--- config.mk ---
export PLATFORM = sky130hd
export DESIGN_NAME = angle_pid_controller
export DESIGN_NICKNAME = d
export VERILOG_FILES = /design/src/sv/apc_pkg.sv /design/src/sv/apc_mul.sv /design/src/sv/apc_div.sv /design/src/sv/angle_pid_controller.sv
export VERILOG_INCLUDE_DIRS = /design/src /design/src/sv
export SDC_FILE = /design/constraint.sdc
export NUM_CORES = 2
export LEC_CHECK = 0
export BUFFER_PORTS_ARGS = -buffer_cell sky130_fd_sc_hd__buf_4
export CORE_ASPECT_RATIO = 0.9
export CORE_UTILIZATION = 40
export CTS_CLUSTER_SIZE = 10
export DETAILED_ROUTE_END_ITERATION = 8
export REMOVE_ABC_BUFFERS = 1
export SLEW_MARGIN = 25
export SYNTH_ARGS = -nofsm -noshare
export SYNTH_HDL_FRONTEND = slang
export SYNTH_HIERARCHICAL = 1
export SYNTH_SLANG_ARGS = --single-unit
--- constraint.sdc ---
create_clock -name clock -period 8.2 [get_ports clock]
set_input_delay 2.05 -clock clock [delete_from_list [all_inputs] [get_ports clock]]
set_output_delay 2.05 -clock clock [all_outputs]
set_load 0.01 [all_outputs]
--- src/sv/assert_macros.svh ---
// ---------------------------------------------------------------------------
// Assertion macros
// Shared concurrent assertion forms, clocked on clock, disabled in reset.
// ---------------------------------------------------------------------------
`ifndef ASSERT_MACROS_SVH
`define ASSERT_MACROS_SVH

// implication checked in the same cycle
`define APC_ASSERT_NOW(lbl, ante, cons) \
   lbl: assert property (@(posedge clock) disable iff (reset) (ante) |-> (cons)) \
      else $error("assertion failed");

// implication checked in the next cycle
`define APC_ASSERT_NEXT(lbl, ante, cons) \
   lbl: assert property (@(posedge clock) disable iff (reset) (ante) |=> (cons)) \
      else $error("assertion failed");

`endif

--- src/sv/apc_pkg.sv ---
// ---------------------------------------------------------------------------
// Angle PID controller package
// Widths, fixed-point constants and shared types.
// ---------------------------------------------------------------------------
package apc_pkg;

   localparam int ANGLE_FRAC_BITS = 6;
   localparam int ANGLE_W         = 15;
   localparam int GAIN_W          = 24;
   localparam int LIMIT_W         = 16;
   localparam int IDX_W           = 3;
   localparam int DEN_W           = GAIN_W + 2;
   localparam int DIV_BITS        = 60;
   localparam int DIV_CNT_W       = $clog2(DIV_BITS);
   localparam int MUL_A_W         = 25;
   localparam int MUL_B_W         = 27;
   localparam int PROD_W          = MUL_A_W + MUL_B_W;
   localparam int ACC_W           = 48;

   localparam logic signed [16:0] HALF_TURN  = 17'(180 << ANGLE_FRAC_BITS);
   localparam logic signed [16:0] FULL_TURN  = 17'(360 << ANGLE_FRAC_BITS);
   localparam logic signed [16:0] WRAP_LIMIT = 17'(300 << ANGLE_FRAC_BITS);

   localparam logic [IDX_W-1:0] REG_KP      = 3'd0;
   localparam logic [IDX_W-1:0] REG_KI      = 3'd1;
   localparam logic [IDX_W-1:0] REG_KD      = 3'd2;
   localparam logic [IDX_W-1:0] REG_TS      = 3'd3;
   localparam logic [IDX_W-1:0] REG_TAU     = 3'd4;
   localparam logic [IDX_W-1:0] REG_OUT_MAX = 3'd5;
   localparam logic [IDX_W-1:0] REG_OUT_MIN = 3'd6;

   localparam logic [GAIN_W-1:0]         TS_RESET      = 24'd67109;
   localparam logic [GAIN_W-1:0]         TAU_RESET     = 24'd1677722;
   localparam logic signed [LIMIT_W-1:0] OUT_MAX_RESET = 16'sd1000;
   localparam logic signed [LIMIT_W-1:0] OUT_MIN_RESET = -16'sd1000;

   typedef struct packed {
      logic busy;
      logic done;
   } div_status_type;

endpackage

--- src/sv/apc_mul.sv ---
// ---------------------------------------------------------------------------
// Shared multiplier
// Signed 25 x 27 multiply with a registered product, held when not issued.
// ---------------------------------------------------------------------------
module apc_mul import apc_pkg::*; (
   input  logic                      clock,
   input  logic                      en,
   input  logic signed [MUL_A_W-1:0] a,
   input  logic signed [MUL_B_W-1:0] b,
   output logic signed [PROD_W-1:0]  prod
);

   logic signed [PROD_W-1:0] prod_ff;
   logic signed [PROD_W-1:0] prod_in;

   always_comb begin
      prod_in = en ? PROD_W'(a * b) : prod_ff;
   end

   always_ff @(posedge clock) begin
      prod_ff <= prod_in;
   end

   assign prod = prod_ff;

endmodule

--- src/sv/apc_div.sv ---
// ---------------------------------------------------------------------------
// Shared divider
// Radix-2 restoring unsigned divider, one quotient bit per cycle.
// ---------------------------------------------------------------------------
module apc_div import apc_pkg::*; (
   input  logic                clock,
   input  logic                reset,
   input  logic                start,
   input  logic [DIV_BITS-1:0] dividend,
   input  logic [DEN_W-1:0]    divisor,
   output logic [DIV_BITS-1:0] quotient,
   output div_status_type      status
);

   logic [DEN_W-1:0]     rem_ff, rem_in;
   logic [DIV_BITS-1:0]  quo_ff, quo_in;
   logic [DIV_CNT_W-1:0] cnt_ff, cnt_in;
   logic                 busy_ff, busy_in;
   logic                 done_ff, done_in;
   logic [DEN_W:0]       trial;
   logic [DEN_W:0]       trial_sub;
   logic                 ge;

   always_comb begin
      trial     = {rem_ff, quo_ff[DIV_BITS-1]};
      trial_sub = trial - {1'b0, divisor};
      ge        = trial >= {1'b0, divisor};
      rem_in    = rem_ff;
      quo_in    = quo_ff;
      cnt_in    = cnt_ff;
      busy_in   = busy_ff;
      done_in   = 1'b0;
      if (start) begin
         rem_in  = '0;
         quo_in  = dividend;
         cnt_in  = '0;
         busy_in = 1'b1;
      end else if (busy_ff) begin
         rem_in = ge ? trial_sub[DEN_W-1:0] : trial[DEN_W-1:0];
         quo_in = {quo_ff[DIV_BITS-2:0], ge};
         cnt_in = cnt_ff + 1'b1;
         if (cnt_ff == DIV_CNT_W'(DIV_BITS - 1)) begin
            busy_in = 1'b0;
            done_in = 1'b1;
         end
      end
   end

   always_ff @(posedge clock) begin
      rem_ff <= rem_in;
      quo_ff <= quo_in;
      cnt_ff <= cnt_in;
      if (reset) begin
         busy_ff <= 1'b0;
         done_ff <= 1'b0;
      end else begin
         busy_ff <= busy_in;
         done_ff <= done_in;
      end
   end

   assign quotient    = quo_ff;
   assign status.busy = busy_ff;
   assign status.done = done_ff;

endmodule

--- src/sv/angle_pid_controller.sv ---
// ---------------------------------------------------------------------------
// Angle PID controller
// PID on a wrapped angle error: trapezoidal integral, filtered derivative on
// measurement, saturating Q32.16 accumulators and a clamped drive output.
// ---------------------------------------------------------------------------
// One transaction is taken at a time. A restart transaction goes from
// acceptance straight to the output state. A normal transaction runs two
// 60-step divisions in the shared radix-2 divider (the filter coefficient,
// then the derivative input term); with a zero filter denominator no
// division runs. A finished result sits in the output register while the
// next transaction is accepted.
module angle_pid_controller import apc_pkg::*; (
   input  logic               clock,
   input  logic               reset,
   input  logic               req_tvalid,
   output logic               req_tready,
   input  logic [31:0]        req_tdata,  // measured_angle[14:0], target_angle[29:15]
   input  logic               req_tuser,  // restart
   output logic               rsp_tvalid,
   input  logic               rsp_tready,
   output logic [15:0]        rsp_tdata,  // drive[15:0]
   input  logic               csr_we,
   input  logic [IDX_W-1:0]   csr_index,
   input  logic [GAIN_W-1:0]  csr_wdata
);

`include "assert_macros.svh"

   localparam logic [3:0] ST_IDLE = 4'd0;
   localparam logic [3:0] ST_P    = 4'd1;
   localparam logic [3:0] ST_G    = 4'd2;
   localparam logic [3:0] ST_GL   = 4'd3;
   localparam logic [3:0] ST_GH   = 4'd4;
   localparam logic [3:0] ST_IACC = 4'd5;
   localparam logic [3:0] ST_WC   = 4'd6;
   localparam logic [3:0] ST_ML   = 4'd7;
   localparam logic [3:0] ST_MH   = 4'd8;
   localparam logic [3:0] ST_MSUM = 4'd9;
   localparam logic [3:0] ST_WB   = 4'd10;
   localparam logic [3:0] ST_TOT  = 4'd11;

   localparam int P_W   = PROD_W - ANGLE_FRAC_BITS;
   localparam int SUM_W = 52;

   function automatic logic signed [ACC_W-1:0] sat48(input logic signed [SUM_W-1:0] v);
      logic signed [SUM_W-1:0] hi;
      logic signed [SUM_W-1:0] lo;
      hi = SUM_W'({1'b0, {(ACC_W-1){1'b1}}});
      lo = -hi - 1;
      if (v > hi) begin
         sat48 = hi[ACC_W-1:0];
      end else if (v < lo) begin
         sat48 = lo[ACC_W-1:0];
      end else begin
         sat48 = v[ACC_W-1:0];
      end
   endfunction

   // configuration
   logic [GAIN_W-1:0]         kp_ff, ki_ff, kd_ff, ts_ff, tau_ff;
   logic signed [LIMIT_W-1:0] out_max_ff, out_min_ff;

   // state and working registers
   logic [3:0]                 state_ff, state_in;
   logic [ANGLE_W-1:0]         prev_angle_ff;
   logic signed [15:0]         prev_err_ff;
   logic signed [ACC_W-1:0]    iacc_ff, dacc_ff;
   logic signed [15:0]         err_ff, diff_ff;
   logic signed [16:0]         sum_e_ff;
   logic                       restart_ff;
   logic signed [P_W-1:0]      p_term_ff;
   logic [31:0]                g_ff;
   logic signed [PROD_W-1:0]   prodl_ff;
   logic signed [DEN_W-1:0]    coef_ff;
   logic                       bneg_ff;
   logic signed [SUM_W-1:0]    mulres_ff;
   logic                       rsp_valid_ff;
   logic signed [LIMIT_W-1:0]  drive_ff;

   // datapath
   logic                       accept;
   logic signed [17:0]         m_s, s_s, p_s, adj, err_w, diff_w;
   logic [DEN_W-1:0]           den;
   logic signed [DEN_W-1:0]    nc;
   logic [DEN_W-1:0]           nc_mag;
   logic                       den_zero;
   logic                       mul_en;
   logic signed [MUL_A_W-1:0]  mul_a;
   logic signed [MUL_B_W-1:0]  mul_b;
   logic signed [PROD_W-1:0]   prod;
   logic                       div_start;
   logic [DIV_BITS-1:0]        div_dividend, quotient;
   div_status_type             div_status;
   logic signed [SUM_W-1:0]    isum, incr, bterm, total, max_q, min_q;
   logic signed [PROD_W-1:0]   bprod_mag;
   logic [ACC_W:0]             bmag;
   logic signed [35:0]         t_hi;
   logic                       out_free;

   assign accept   = req_tvalid && req_tready;
   assign out_free = !rsp_valid_ff || rsp_tready;

   always_comb begin
      m_s = {3'b0, req_tdata[ANGLE_W-1:0]};
      s_s = {3'b0, req_tdata[2*ANGLE_W-1:ANGLE_W]};
      p_s = {3'b0, prev_angle_ff};
      if (m_s > s_s + 18'(HALF_TURN) && s_s < 18'(HALF_TURN)) begin
         adj = m_s - 18'(FULL_TURN);
      end else if (m_s < s_s - 18'(HALF_TURN) && s_s >= 18'(HALF_TURN)) begin
         adj = m_s + 18'(FULL_TURN);
      end else begin
         adj = m_s;
      end
      err_w  = s_s - adj;
      diff_w = m_s - p_s;
      if (diff_w > 18'(WRAP_LIMIT)) begin
         diff_w = diff_w - 18'(FULL_TURN);
      end else if (diff_w < -18'(WRAP_LIMIT)) begin
         diff_w = diff_w + 18'(FULL_TURN);
      end
   end

   always_comb begin
      den      = {1'b0, tau_ff, 1'b0} + {2'b0, ts_ff};
      nc       = $signed({1'b0, tau_ff, 1'b0}) - $signed({2'b0, ts_ff});
      nc_mag   = nc[DEN_W-1] ? DEN_W'(-nc) : nc;
      den_zero = den == '0;
   end

   apc_mul u_mul (
      .clock (clock),
      .en    (mul_en),
      .a     (mul_a),
      .b     (mul_b),
      .prod  (prod)
   );

   apc_div u_div (
      .clock    (clock),
      .reset    (reset),
      .start    (div_start),
      .dividend (div_dividend),
      .divisor  (den),
      .quotient (quotient),
      .status   (div_status)
   );

   always_comb begin
      isum      = $signed({prod[27:0], 24'b0}) + SUM_W'(prodl_ff);
      incr      = isum >>> (9 + ANGLE_FRAC_BITS);
      bprod_mag = prod[PROD_W-1] ? -prod : prod;
      if (quotient >= DIV_BITS'(1) << (ACC_W - 1)) begin
         bmag = (ACC_W+1)'(1) << (ACC_W - 1);
      end else begin
         bmag = quotient[ACC_W:0];
      end
      bterm = bneg_ff ? -SUM_W'($signed({1'b0, bmag})) : SUM_W'($signed({1'b0, bmag}));
      total = SUM_W'(p_term_ff) + SUM_W'(iacc_ff) - SUM_W'(dacc_ff);
      max_q = $signed({{(SUM_W-LIMIT_W-16){out_max_ff[LIMIT_W-1]}}, out_max_ff, 16'b0});
      min_q = $signed({{(SUM_W-LIMIT_W-16){out_min_ff[LIMIT_W-1]}}, out_min_ff, 16'b0});
      t_hi  = total[SUM_W-1:16] + 36'(total[SUM_W-1] && (total[15:0] != '0));
   end

   always_comb begin
      state_in     = state_ff;
      mul_en       = 1'b0;
      mul_a        = '0;
      mul_b        = '0;
      div_start    = 1'b0;
      div_dividend = {{(DIV_BITS-DEN_W-24){1'b0}}, nc_mag, 24'b0};
      case (state_ff)
         ST_IDLE: begin
            if (accept) begin
               if (req_tuser) begin
                  state_in = ST_TOT;
               end else begin
                  state_in  = ST_P;
                  div_start = !den_zero;
               end
            end
         end
         ST_P: begin
            mul_en   = 1'b1;
            mul_a    = {1'b0, kp_ff};
            mul_b    = MUL_B_W'(err_ff);
            state_in = ST_G;
         end
         ST_G: begin
            mul_en   = 1'b1;
            mul_a    = {1'b0, ki_ff};
            mul_b    = {3'b0, ts_ff};
            state_in = ST_GL;
         end
         ST_GL: begin
            mul_en   = 1'b1;
            mul_a    = {1'b0, prod[39:16]};
            mul_b    = MUL_B_W'(sum_e_ff);
            state_in = ST_GH;
         end
         ST_GH: begin
            mul_en   = 1'b1;
            mul_a    = {17'b0, g_ff[31:24]};
            mul_b    = MUL_B_W'(sum_e_ff);
            state_in = ST_IACC;
         end
         ST_IACC: begin
            mul_en   = 1'b1;
            mul_a    = {1'b0, kd_ff};
            mul_b    = MUL_B_W'(diff_ff);
            state_in = den_zero ? ST_TOT : ST_WC;
         end
         ST_WC: begin
            div_dividend = {bprod_mag[39:0], 1'b0, 18'b0, 1'b0} >> 1;
            if (div_status.done) begin
               div_start = 1'b1;
               state_in  = ST_ML;
            end
         end
         ST_ML: begin
            mul_en   = 1'b1;
            mul_a    = {1'b0, dacc_ff[23:0]};
            mul_b    = MUL_B_W'(coef_ff);
            state_in = ST_MH;
         end
         ST_MH: begin
            mul_en   = 1'b1;
            mul_a    = MUL_A_W'($signed(dacc_ff[ACC_W-1:24]));
            mul_b    = MUL_B_W'(coef_ff);
            state_in = ST_MSUM;
         end
         ST_MSUM: begin
            state_in = ST_WB;
         end
         ST_WB: begin
            if (div_status.done) begin
               state_in = ST_TOT;
            end
         end
         ST_TOT: begin
            if (out_free) begin
               state_in = ST_IDLE;
            end
         end
         default: begin
            state_in = ST_IDLE;
         end
      endcase
   end

   always_ff @(posedge clock) begin
      if (reset) begin
         kp_ff      <= '0;
         ki_ff      <= '0;
         kd_ff      <= '0;
         ts_ff      <= TS_RESET;
         tau_ff     <= TAU_RESET;
         out_max_ff <= OUT_MAX_RESET;
         out_min_ff <= OUT_MIN_RESET;
      end else if (csr_we) begin
         case (csr_index)
            REG_KP:      kp_ff      <= csr_wdata;
            REG_KI:      ki_ff      <= csr_wdata;
            REG_KD:      kd_ff      <= csr_wdata;
            REG_TS:      ts_ff      <= csr_wdata;
            REG_TAU:     tau_ff     <= csr_wdata;
            REG_OUT_MAX: out_max_ff <= csr_wdata[LIMIT_W-1:0];
            REG_OUT_MIN: out_min_ff <= csr_wdata[LIMIT_W-1:0];
            default: begin
            end
         endcase
      end
   end

   always_ff @(posedge clock) begin
      if (reset) begin
         state_ff      <= ST_IDLE;
         rsp_valid_ff  <= 1'b0;
         prev_angle_ff <= '0;
         prev_err_ff   <= '0;
         iacc_ff       <= '0;
         dacc_ff       <= '0;
      end else begin
         state_ff <= state_in;
         if (state_ff == ST_TOT && out_free) begin
            rsp_valid_ff <= 1'b1;
         end else if (rsp_valid_ff && rsp_tready) begin
            rsp_valid_ff <= 1'b0;
         end
         case (state_ff)
            ST_IDLE: begin
               if (accept) begin
                  restart_ff    <= req_tuser;
                  prev_angle_ff <= req_tdata[ANGLE_W-1:0];
                  err_ff        <= err_w[15:0];
                  diff_ff       <= diff_w[15:0];
                  sum_e_ff      <= 17'(err_w) + 17'(prev_err_ff);
                  if (req_tuser) begin
                     prev_err_ff <= '0;
                     iacc_ff     <= '0;
                     dacc_ff     <= '0;
                  end else begin
                     prev_err_ff <= err_w[15:0];
                  end
               end
            end
            ST_G:    p_term_ff <= prod[PROD_W-1:ANGLE_FRAC_BITS];
            ST_GL:   g_ff      <= prod[47:16];
            ST_GH:   prodl_ff  <= prod;
            ST_IACC: begin
               iacc_ff <= sat48(SUM_W'(iacc_ff) + incr);
               if (den_zero) begin
                  dacc_ff <= '0;
               end
            end
            ST_WC: begin
               if (div_status.done) begin
                  coef_ff <= restart_ff ? '0 :
                             (nc[DEN_W-1] ? -$signed(quotient[DEN_W-1:0])
                                          : $signed(quotient[DEN_W-1:0]));
                  bneg_ff <= prod[PROD_W-1];
               end
            end
            ST_MH:   prodl_ff  <= prod;
            ST_MSUM: mulres_ff <= SUM_W'(prod) + SUM_W'(prodl_ff >>> 24);
            ST_WB: begin
               if (div_status.done) begin
                  dacc_ff <= sat48(bterm + mulres_ff);
               end
            end
            ST_TOT: begin
               if (out_free) begin
                  if (restart_ff) begin
                     drive_ff <= '0;
                  end else if (total > max_q) begin
                     drive_ff <= out_max_ff;
                  end else if (total < min_q) begin
                     drive_ff <= out_min_ff;
                  end else begin
                     drive_ff <= t_hi[LIMIT_W-1:0];
                  end
               end
            end
            default: begin
            end
         endcase
      end
   end

   assign req_tready = state_ff == ST_IDLE;
   assign rsp_tvalid = rsp_valid_ff;
   assign rsp_tdata  = drive_ff;

   `APC_ASSERT_NEXT(a_busy_after_accept, accept, !req_tready)
   `APC_ASSERT_NEXT(a_restart_clears, accept && req_tuser, iacc_ff == '0 && dacc_ff == '0)
   `APC_ASSERT_NOW(a_div_start_idle, div_start, !div_status.busy)

endmodule
==> results.sh <==
export IMPL_clock_sinks=666
export IMPL_ant_nets=0
export IMPL_endpoint_kind="flip-flop"
export IMPL_syn_area_per_cell_um2=8.82
export IMPL_grt_max_degree=93
export IMPL_start_util=0.405
export IMPL_io_pins=83
export IMPL_start_kind="flip-flop"
export IMPL_drv_cap=0
export IMPL_place_congestion=1.01
export IMPL_path_max_fanout=6
export IMPL_yosys_warnings=6
export IMPL_critPathMostFrequentCell="fa_1"
export IMPL_grtUsageTotal=0.275
export IMPL_first_pass_iters=9
export IMPL_numCtsBuffers=85
export IMPL_fillers=17574
export IMPL_power_leakage_nw=38.2
export IMPL_critPathArrivalTime_ns=8.60
export IMPL_drive_gt1_frac=0.123
export IMPL_clock_latency_ns=0.72
export IMPL_hold_end="prev_err_ff[2]$_SDFFE_PP0P_"
export IMPL_rows=149
export IMPL_die_h_um=411
export IMPL_r2r_slack_ns=0.03
export IMPL_cp_required_ns=8.63
export IMPL_synth_cells=8453
export IMPL_clkTransAtPathRegs_ns=0.06
export IMPL_area_growth_syn_to_layout_pct=14.8
export IMPL_path_delay_family="adder cells"
export IMPL_grt_overflow_total=0
export IMPL_critPathKind="flip-flop to flip-flop"
export IMPL_setup_violations=0
export IMPL_fin_skew_ns=0.0476
export IMPL_holdBufCountCts=0
export IMPL_p_per_area_mw_per_mm2=257
export IMPL_ir_drop_mv=0.181
export IMPL_whs_path_depth=2
export IMPL_timing_rr_start="state_ff[2]$_SDFFE_PP0P_"
export IMPL_critPathBufInv=11
export IMPL_multi_input_area_mm2=0.0527
export IMPL_dp_worst_setup_slack_ns=-0.501
export IMPL_ctsHtreeMaxLevel=3
export IMPL_routed_wirelength_um=264000
export IMPL_portBuffers=80
export IMPL_netlist_area_mm2=0.0745
export IMPL_rr_worst_depth=32
export IMPL_fp_dieArea_mm2=0.188
export IMPL_dpl_hpwl_um=214000
export IMPL_fin_ws_ns=0.0315
export IMPL_grt_pass1_wl_um=391000
export IMPL_num_nets_final=10207
export IMPL_cp_depth=32
export IMPL_cp_slowest_cell="fa_1"
export IMPL_fmax_mhz=122
export IMPL_fin_crit_sh=0.996
export IMPL_die_width_um=457
export IMPL_cts_tree="done"
export IMPL_hold_viol=0
export IMPL_slew_limit_headroom=0.267
export IMPL_core_mm2=0.184
export IMPL_cts_path_max_buffers=3
export IMPL_r2r_end="u_mul/prod[48]$_DFFE_PP_"
export IMPL_hold_start="prev_err_ff[2]$_SDFFE_PP0P_"
export IMPL_vias_per_cell=5.63
export IMPL_crit_path_max_incr_delay_ns=0.54
export IMPL_seqCellArea_mm2=0.0168
export IMPL_tightest_slew_ns=1.10
export IMPL_rsz0062_at_grt="true"
export IMPL_drtIter0Drc=6363
export IMPL_grt_pass1_vias=62169
export IMPL_final_util=0.464
export IMPL_layout_commonest_cell="inv_1"
export IMPL_min_path_type="flip-flop to flip-flop"
export IMPL_min_period_ns=8.17
export IMPL_status="finished clean"
export IMPL_ctsRootBufferMaster="clkbuf_16"
export IMPL_slew_viol_final=0
export IMPL_remaining_drc_errors=0
export IMPL_final_cell_mix="inv_1 (1143), nand2_1 (1049), fa_1 (738), ha_1 (547), buf_4 (542)"
export IMPL_antenna_found_initial=15
export IMPL_wl_per_cell_um=23.4
export IMPL_via_count=63549
## metal layers
| layer | wire length, um | vias to the layer above | track usage |
|---|---|---|---|
| li1 | - | 29307 | - |
| met1 | 112000 | 31313 | 0.368 |
| met2 | 115000 | 2444 | 0.425 |
| met3 | 24700 | 475 | 0.0661 |
| met4 | 12600 | 10 | 0.114 |
| met5 | 72 | - | 0.00126 |
## registers in the layout (all words and copies together) (netlist names), 37 cells and up
name and count:
u_div/quotient 60, mulres_ff 52, u_mul/prod 52, dacc_ff 48
iacc_ff 48, p_term_ff 46, prodl_ff 37
## where the power goes
| group | switching [W] | internal [W] | leakage, nW |
|---|---|---|---|
| Sequential | 0.000707 | 0.00434 | 5.83 |
| Clock | 0.00158 | 0.00212 | 1.29 |
| Combinational | 0.00798 | 0.00525 | 31.1 |
## area by class of cell
cell class | count | area share
timing repair buffer | 646 | 0.0687
inverter | 1166 | 0.0512
antenna | 6 | 0.000176
clock buffer | 128 | 0.0286
multi-input combinational | 6247 | 0.617
tap | 2416 | 0.0353
sequential | 666 | 0.197
clock inverter | 20 | 0.00260
## how the worst max path moves through the flow
stage | to | startpoint | slack (ns)
finish | u_mul/prod[48]$_DFFE_PP_ | state_ff[2]$_SDFFE_PP0P_ | 0.03
global route | u_mul/prod[48]$_DFFE_PP_ | state_ff[3]$_SDFFE_PP0P_ | -0.18
CTS | u_mul/prod[51]$_DFFE_PP_ | state_ff[0]$_SDFFE_PP0P_ | 0.001
detailed placement | u_mul/prod[39]$_DFFE_PP_ | state_ff[3]$_SDFFE_PP0P_ | -0.50
global placement | u_mul/prod[48]$_DFFE_PP_ | state_ff[2]$_SDFFE_PP0P_ | -1.08
floorplan | u_div/quotient[0]$_DFFE_PP_ | req_tvalid | -3.76
## per-stage QoR
step	instances	hold slack [ns]	cell area [um2]	TNS [ns]	total power (W)
floorplan	8079	0.430	73000	-429.59	0.0125
global route	11290	0.467	85500	-1.49	0.0233
finish	11295	0.453	85500	0	0.0220
global placement	11080	0.441	81200	-22.66	0.0173
detailed placement	11081	0.448	81200	-8.48	0.0175
CTS	11249	0.456	84400	0	0.0215
## repair_timing
| item | 4_1_cts | 5_1_grt |
|---|---|---|
| setup endpoints to repair | 26 | 24 |
| gates cloned | 1 | 5 |
| gates resized for setup | 79 | 182 |
| setup buffers | 20 | 37 |
| pin swaps | 52 | 194 |
## worst reg2reg max path, delay by kind of cell (launching register included)
family / cells / cell delay, ns
and+or+nand+nor: 5 / 0.65
DFF: 1 / 0.38
adders and majority gates: 8 / 3.75
AOI/OAI and AO/OA: 8 / 1.96
buffers and inverters: 11 / 1.16
Power figures use the tool's default switching activity.
